--- config.mk ---
export PLATFORM = sky130hd
export DESIGN_NAME = via_back
export DESIGN_NICKNAME = d
export VERILOG_FILES = /design/src/rtl/via_pkg.sv /design/src/rtl/via_back.sv
export SDC_FILE = /design/constraint.sdc
export NUM_CORES = 1
export LEC_CHECK = 0
export ABC_AREA = 1
export CAP_MARGIN = 20
export CORE_MARGIN = 10
export CORE_UTILIZATION = 33
export DETAILED_ROUTE_END_ITERATION = 16
export DONT_BUFFER_PORTS = 1
export PLACE_DENSITY = 0.56
export SKIP_LAST_GASP = 1
export SYNTH_ARGS = -nofsm -noshare
export SYNTH_HDL_FRONTEND = slang
export SYNTH_SLANG_ARGS = --single-unit
--- constraint.sdc ---
create_clock -name clk -period 2.3 [get_ports clk]
set_input_delay 0.46 -clock clk [delete_from_list [all_inputs] [get_ports clk]]
set_output_delay 0.46 -clock clk [all_outputs]
set_load 0.01 [all_outputs]
--- src/rtl/via_pkg.sv ---
// ----------------------------------------------------------------------------
// via_pkg: shared types and constants of the VM integer ALU
// Operation codes, word sizes and the control record that travels with a beat.
// ----------------------------------------------------------------------------
package via_pkg;

	localparam int XLEN           = 64;
	localparam int WORD_WIDTH_DEF = 64;

	typedef enum logic [4:0] {
		OP_BNOT = 5'd0,
		OP_BAND = 5'd1,
		OP_BXOR = 5'd2,
		OP_BOR  = 5'd3,
		OP_SHL  = 5'd4,
		OP_SHR  = 5'd5,
		OP_INC  = 5'd6,
		OP_DEC  = 5'd7,
		OP_POW  = 5'd8,
		OP_ADD  = 5'd9,
		OP_SUB  = 5'd10,
		OP_MUL  = 5'd11,
		OP_DIV  = 5'd12,
		OP_REM  = 5'd13,
		OP_NEG  = 5'd14,
		OP_EQ   = 5'd15,
		OP_NE   = 5'd16,
		OP_LT   = 5'd17,
		OP_LE   = 5'd18,
		OP_GT   = 5'd19,
		OP_GE   = 5'd20,
		OP_LNOT = 5'd21,
		OP_LAND = 5'd22,
		OP_LOR  = 5'd23,
		OP_MOV  = 5'd24
	} op_t;

	typedef struct packed {
		op_t  op;
		logic a_neg;
		logic b_neg;
		logic div0;
	} ctl_t;

endpackage

--- src/rtl/via_back.sv ---
// ----------------------------------------------------------------------------
// via_back: result select, divide sign fix and output register
// Applies quotient and remainder signs, zero-divisor and negative-power rules.
// ----------------------------------------------------------------------------
module via_back import via_pkg::*; #(
	parameter int W = WORD_WIDTH_DEF
) (
	input  logic            clk,
	input  logic            arst_n,
	input  logic            in_valid,
	output logic            in_ready,
	input  ctl_t            ctl,
	input  logic [W-1:0]    simple,
	input  logic [W-1:0]    pow_r,
	input  logic [W-1:0]    quo,
	input  logic [W-1:0]    rem,
	output logic            out_valid,
	input  logic            out_ready,
	output logic [XLEN-1:0] result,
	output logic            fault
);

	logic            valid_q, fault_q, fault_c;
	logic [W-1:0]    res_q, res_c;

	assign in_ready = !valid_q || out_ready;

	always_comb begin
		case (ctl.op)
			OP_POW:  res_c = ctl.b_neg ? W'(1) : pow_r;
			OP_DIV:  res_c = ctl.div0 ? '0 :
			                 ((ctl.a_neg ^ ctl.b_neg) ? ('0 - quo) : quo);
			OP_REM:  res_c = ctl.div0 ? '0 : (ctl.a_neg ? ('0 - rem) : rem);
			default: res_c = simple;
		endcase
	end

	assign fault_c = ((ctl.op == OP_DIV) || (ctl.op == OP_REM)) && ctl.div0;

	always_ff @(posedge clk or negedge arst_n) begin
		if (!arst_n) begin
			valid_q <= 1'b0;
		end else if (in_ready) begin
			valid_q <= in_valid;
		end
	end

	always_ff @(posedge clk) begin
		if (in_ready) begin
			res_q   <= res_c;
			fault_q <= fault_c;
		end
	end

	assign out_valid = valid_q;
	assign result    = XLEN'($signed(res_q));
	assign fault     = fault_q;

endmodule
Word level (Yosys, flattened, before mapping)

Index checks and enable logic that the tools add are counted.

Add/sub/neg operators: 2
Equal/unequal tests: 3
Muxes and demuxes: 6
Bitwise gates (word level): 1
Reduce and logical (&&, ||, !) cells: 4

Operators with widths:

| kind                                              | count |
|---|---|
| two-way mux 64 bit                                | 5 |
| one-hot mux 64 bit (3 select lines)               | 1 |
| subtractor 1 x 64 -> 64 bit, first input constant | 2 |
| == test 5 x 4 -> 1 bit, second input constant     | 3 |
| logical OR 1 bit                                  | 2 |
| logical AND 1 bit                                 | 1 |
| logical NOT 1 bit                                 | 1 |
| bitwise XOR 1 bit                                 | 1 |

Register bits after elaboration: 66
Input bits: 268
Output and inout bits: 67
Word-level logic and storage cells: 19

Depth between registers and ports, before layout

Gate-level depths: netlist of the first run.

Depth in word-level cells: 4
Depth in mapped cells: 12
Mapped depth without buffers: 12

Worst setup path before layout of the first run

Ideal clock, no wire load.

Path kind: input port to output port
Start point: input port out_ready
End point: output port in_ready
Arrival: 1944 ps
Data required time: 1840 ps
Path slack: -104 ps
Stages on the path: 2
Path buffers: 0
Cells stage by stage: inv_1 -> nand2_1

Word-level cells in the longest chain between the ends: 1

RTL lines:

| what               | RTL line       | text |
|---|---|---|
| start: declaration | via_back.sv:18 | `input logic out_ready,` |
| logical OR 1 bit   | via_back.sv:26 | `assign in_ready = !valid_q \|\| out_ready;` |
| end: declaration   | via_back.sv:11 | `output logic in_ready,` |

No other way between the ends.

Worst setup path in the final report of the first run

Start point: input port ctl[6] in the netlist's numbering
End point: register res_q[12], in the netlist result[12], data pin

Word-level cells in the longest chain between the ends: 2
Elaborated cells between the ends (all ways): 4
Classes of those cells: eq/ne: 3; mux: 1

RTL lines:

| what                                    | RTL line       | text |
|---|---|---|
| start: declaration                      | via_back.sv:12 | `input ctl_t ctl,` |
| == test 5 x 4 -> 1 bit                  | via_back.sv:29 | `case (ctl.op)` |
| one-hot mux 64 bit (3 select lines) (*) | via_back.sv:29 |  |
| net res_c[12]                           | via_back.sv:24 | `logic [W-1:0] res_q, res_c;` |
| end signal: assignment                  | via_back.sv:50 | `res_q <= res_c;` |
| end: declaration                        | via_back.sv:24 |  |

Mark *: on every way through the listed nets, which the timed path passes. The rest lies on a longest branch.
A chain may end at the register's enable or synchronous reset.

==> impl_metrics.tcl, run 1 <==
set metrics [dict create \
    grt_pass1_wl_mm 63.3 \
    ys_seq_area_frac 0.247 \
    crit_type "primary input to flop" \
    num_rows 56 \
    insertion_delay_ns 0.36 \
    synth-xor-area-share 0.00219 \
    vias 9886 \
    grt_pass1_vias 9363 \
    netlist_instances 1416 \
    clk_pin_slew_ns 0.07 \
    port_buffers 0 \
    placed_cell_area_um2 8610 \
    layout_min_cycle_time_ns 1.91 \
    yosysUniqueCellTypes 35 \
    fill_cells 2700 \
    synth-simple-area-share 0.583 \
    cp_top_family "simple AND/OR/NAND/NOR gates" \
    fmax_mhz 524 \
    ys_warn_count 0 \
    p_leak_nw 3.51 \
    synth_mux_area_frac 0 \
    power_density_nw_per_um2 436 \
    period_share 0.830 \
    busiest_layer "met2" \
    cts_tree "yes" \
    synth_area_um2 7990 \
    synth_top_family_by_area "simple AND/OR/NAND/NOR gates" \
    arrival_ns 2.08 \
    die_y_um 176 \
    worstPathMaxFanout 29 \
    critPathLaunchType "primary input" \
    cts_buffers 9 \
    nets 1703 \
    design_area_um2 8920 \
    peakVddDrop_mv 0.312 \
    layout_setup_ws_ns 0.391 \
    place_congestion 0.975 \
    crit_buf_inv 2 \
    ys_ff_latch 66 \
    use_met3 0.0916 \
    cts_root_buf "clkbuf_16" \
    cpPeakStageDelay_ns 0.73 \
    dp.final_hpwl_mm 38.6 \
    async_flop_share 0.0152 \
    coreArea_um2 23600 \
    io_pins 335 \
    cts.htree.levels 3 \
    first_pass_iters 7 \
    cts_buffer_depth 2 \
    synth_area_per_cell_um2 5.64 \
    globalRouteOverflowTotal 0 \
    post_cts_buffers 0 \
    drt-initial-drc-count 926 \
    cpMostUsedCell "nand2_1" \
    routed_wl_mm 44.9 \
    max_cap_viol_count 0 \
    routed_via_density 5.63 \
    status "complete, no violations" \
    die-area_um2 30800 \
    cp-end-kind "flop" \
    cts_sinks 66 \
    final_cell_mix "nand2_1, nor2_1, nand3_1" \
    hold_viol_final 0 \
    setup_violations 0 \
    cts_hold_buf 1 \
    met2_usage 0.460 \
    slew_violations 0 \
    drive_gt1_frac 0.0661 \
    start_util 0.338 \
    hp-class "primary input to flop" \
    dieWidth_um 176 \
    area_delta_synth_final_pct 11.7 \
    clock_skew_ns 0.0123 \
    fin_setup_tns_ns 0 \
    rsz0062_at_grt "false" \
    layout_commonest_cell "nand2_1" \
    track_usage 0.279 \
    relSlewSlack 0.389 \
    diodes 0 \
    regToRegSetupSlack_ns 0.90 \
    place_ws_ns 0.0481 \
    synth_edf_count 65 \
    antenna_found_initial 0 \
    path_cells "nand2_1 > clkinv_1 > nand3_1 > nand2_2 > nor2_4 > buf_4 > nand2_1 > o2111ai_1" \
    wl_per_cell_um 25.6 \
    synth_fp_nets 1686 \
    synth-compound-area-share 0.0830 \
    cp.required_ns 2.47 \
    tightestPinTransition_ns 0.914 \
    use_met1 0.336 \
    synthAdderAreaFrac 0.00313 \
    synthFlopType "edfxtp_1" \
    grt_max_degree 75 \
    cp_slowest_cell "nor2_4" \
    drc_errors 0 \
    post_cts_resized 0 \
    antenna_left 0 \
]
final timing paths:
path,startpoint,to,depth (start not counted)
worst max register to register,out_valid,result[55],2
worst max-delay path,ctl[6],result[12],8
max in group asynchronous,arst_n,out_valid,1
min in group asynchronous,arst_n,out_valid,1
worst min-delay path,in_valid,out_valid,2
worst min register to register,out_valid,out_valid,2
flip-flops by register name, summed over array words and instances (netlist names):
| name | cells |
|---|---|
| out_valid | 1 |
| result | 64 |
| fault | 1 |
final cells by class:
type / count / area (um2) / share of cell area
Timing Repair Buffer: 47 / 455 / 0.0511
Inverter: 109 / 409 / 0.0459
Clock buffer: 9 / 225 / 0.0253
Multi-Input combinational cell: 1200 / 5380 / 0.604
Tap cell: 319 / 399 / 0.0448
Sequential cell: 66 / 1980 / 0.222
Clock inverter: 7 / 70.1 / 0.00786
cell usage after synthesis (2+ instances only):
cell type	count	share of area
a21oi_1	25	0.016
buf_1	8	0.0038
buf_2	15	0.0094
buf_4	3	0.0028
buf_6	7	0.0099
clkbuf_1	8	0.0038
edfxtp_1	65	0.24
ha_1	2	0.0031
inv_1	104	0.049
inv_2	4	0.0019
nand2_1	539	0.25
nand2_2	3	0.0023
nand3_1	178	0.11
nand3b_1	36	0.034
nand4_1	58	0.045
nor2_1	252	0.12
nor2_2	4	0.0031
nor2_4	2	0.0028
nor3_1	2	0.0013
o2111ai_1	13	0.014
o21ai_0	58	0.036
o21ai_1	3	0.0019
o21ai_2	11	0.012
or2_2	5	0.0039
cell families after synthesis:
family | count (synthesis)
flops | 66
fa+ha+maj | 2
simple gates | 1083
xor+xnor | 2
buf+inv | 150
compound gates | 113
layer usage:
| layer | vias up | part of all wire |
|---|---|---|
| met1 | 4542 | 0.40 |
| met2 | 579 | 0.46 |
| met5 | - | 0 |
| li1 | 4717 | - |
| met4 | 0 | 0.028 |
| met3 | 48 | 0.11 |
worst register-to-register path: cells and delay by family (launching register included):
| family | cells | cell delay [ns] |
|---|---|---|
| simple gates | 1 | 0.28 |
| flops | 1 | 0.45 |
| buf+inv | 1 | 0.31 |
metrics by stage:
step	utilization	hold WS (ns)	total power, mW	cells
2_1_floorplan	-	0.164	2.16	1416
3_3_place_gp	0.365	0.165	2.41	1740
3_5_place_dp	0.365	0.165	2.42	1740
4_1_cts	0.378	0.207	3.90	1757
5_1_grt	0.378	0.229	4.06	1757
6_report	0.378	0.214	3.89	1757
report_power, final:
group / leakage (nW) / internal, mW / total, mW / switching (mW)
Sequential: 0.671 / 1.46 / 1.59 / 0.130
Combinational: 2.71 / 0.291 / 0.820 / 0.530
Clock: 0.135 / 0.838 / 1.47 / 0.637
Total: 3.51 / 2.59 / 3.89 / 1.30
No activity file was read; power rests on OpenSTA's default activity.
==> run 2, diff against run 1 <==
- clock period: 2.3 -> 1.7 ns (I/O delays scaled with it)
==> impl_metrics.tcl, run 2 (same netlist as run 1, synthesis figures left out) <==
set metrics [dict create \
    status "complete, but fails checks" \
    violations "negative setup slack" \
    insertion_delay_ns 0.35 \
    pwr-share-clk 0.360 \
    place_congestion 0.985 \
    intPower_mw 3.61 \
    fmax_mhz 579 \
    routed_wl_mm 46.1 \
    antenna_left 0 \
    routed_via_density 5.47 \
    peakVddDrop_mv 0.312 \
    layout_setup_ws_ns -0.0285 \
    cts.htree.levels 3 \
    rr_worst_depth 2 \
    num_rows 56 \
    critPathLaunchType "primary input" \
    p_total_mw 5.34 \
    globalRouteOverflowTotal 0 \
    combPwrFrac 0.239 \
    clock_skew_ns 0.0163 \
    power_frac_seq 0.401 \
    vias 10300 \
    layout_commonest_cell "nand2_1" \
    drive_gt1_frac 0.159 \
    worstPathMaxFanout 3 \
    p_sw_mw 1.74 \
    nets 1830 \
    cts_buffer_depth 2 \
    grt_max_degree 75 \
    die-area_um2 30800 \
    antenna_found_initial 1 \
    relSlewSlack 0.636 \
    period_share 1.02 \
    max_cap_viol_count 0 \
    grt_pass1_wl_mm 66.1 \
    slew_violations 0 \
    track_usage 0.286 \
    power_density_nw_per_um2 528 \
    p_leak_nw 4.17 \
    grt_pass1_vias 10100 \
    switching_share 0.325 \
    first_pass_iters 6 \
    crit_type "primary input to flop" \
    cp.required_ns 1.73 \
    design_area_um2 10100 \
    arrival_ns 1.76 \
    drc_errors 0 \
    drt-initial-drc-count 810 \
    fill_cells 2661 \
    cp-end-kind "flop" \
    cts_tree "yes" \
    hp-class "primary input to flop" \
    hold_viol_final 0 \
    wl_per_cell_um 24.5 \
    cts_sinks 66 \
    tightestPinTransition_ns 0.540 \
    placed_cell_area_um2 9660 \
    setup_violations 1 \
    coreArea_um2 23600 \
    port_buffers 0 \
    die_y_um 176 \
    clk_pin_slew_ns 0.05 \
    io_pins 335 \
    final_cell_mix "nand2_1, nor2_1, nand3_1" \
    dp.final_hpwl_mm 39.6 \
    cts_buffers 9 \
    cts_root_buf "clkbuf_16" \
    dieWidth_um 176 \
    area_delta_synth_final_pct 26.7 \
    min_path_cells 2 \
    start_util 0.338 \
    largest_reg_flops 64 \
    layout_min_cycle_time_ns 1.73 \
    rsz0062_at_grt "true" \
]
## run 2: changes by cell type in the layout (fill, tap and decap cells not counted), sizes merged
cell,before,now
inv,108,107
clkbuf,9,11
clkinvlp,3,1
diode,0,1
buf,46,173
## run 2: power by group through the flow
stage | sequential [mW] | clock (mW) | combinational [mW]
after floorplan | 2.12 | 0 | 0.806
after global placement | 2.19 | 0 | 1.21
after detailed placement | 2.18 | 0 | 1.23
after CTS | 2.15 | 1.94 | 1.23
after global routing | 2.17 | 2.00 | 1.42
final | 2.14 | 1.93 | 1.27
## run 2: worst max-delay path, stage by stage
cell and delay [ns]:
inv_1 0.10, ha_4 0.17, nand3_4 0.10, nor2_4 0.15, nand2_2 0.08, nor2_2 0.14, buf_4 0.13, nand3b_1 0.08
nand2_1 0.07, nand2_1 0.05, nand3_1 0.14, nand4_1 0.21
## run 2: path summary, 6_finish.rpt
path	slack, ns	start	endpoint
setup / recovery	-0.03	rem[0]	result[46]
hold / removal	0.11	in_valid	out_valid
hold reg to reg	0.83	out_valid	out_valid
setup reg to reg	0.55	out_valid	result[20]
min in group asynchronous	0.22	arst_n	out_valid
max in group asynchronous	1.37	arst_n	out_valid
## run 2: metal layers
| layer | vias up | wire length [um] | track usage |
|---|---|---|---|
| met5 | - | 0 | 0 |
| met4 | 0 | 1430 | 0.0936 |
| met3 | 61 | 4950 | 0.0991 |
| met2 | 504 | 21500 | 0.484 |
| met1 | 4755 | 18200 | 0.331 |
| li1 | 4977 | - | - |
## run 2: repair_timing
item,4_1_cts,5_1_grt
setup buffers,0,4
cloned,0,0
hold endpoints to repair,1,0
resized for setup,1,33
setup endpoints to repair,2,31
hold buffers,1,0
pin swaps,1,7
## run 2: final cells by class
type / count / area (um2) / share of cell area
antenna: 1 / 2.50 / 0.000247
clock buffer: 11 / 233 / 0.0230
clock inverter: 4 / 43.8 / 0.00433
inverter: 109 / 413 / 0.0408
multi-input combinational: 1200 / 5550 / 0.549
sequential: 66 / 1980 / 0.195
tap: 319 / 399 / 0.0395
timing repair buffer: 174 / 1500 / 0.148
## run 2: metrics by stage
stage	utilization	hold WS [ns]	TNS, ns	instances	setup slack (ns)
after detailed placement	0.409	0.0445	-13.34	1863	-0.380
after global placement	0.409	0.0445	-11.54	1863	-0.356
after global routing	0.428	0.113	-0.221	1883	-0.0911
after floorplan	-	0.0444	0	1416	0.0152
after CTS	0.421	0.101	-0.00426	1879	-0.00426
final	0.428	0.106	-0.0285	1884	-0.0285
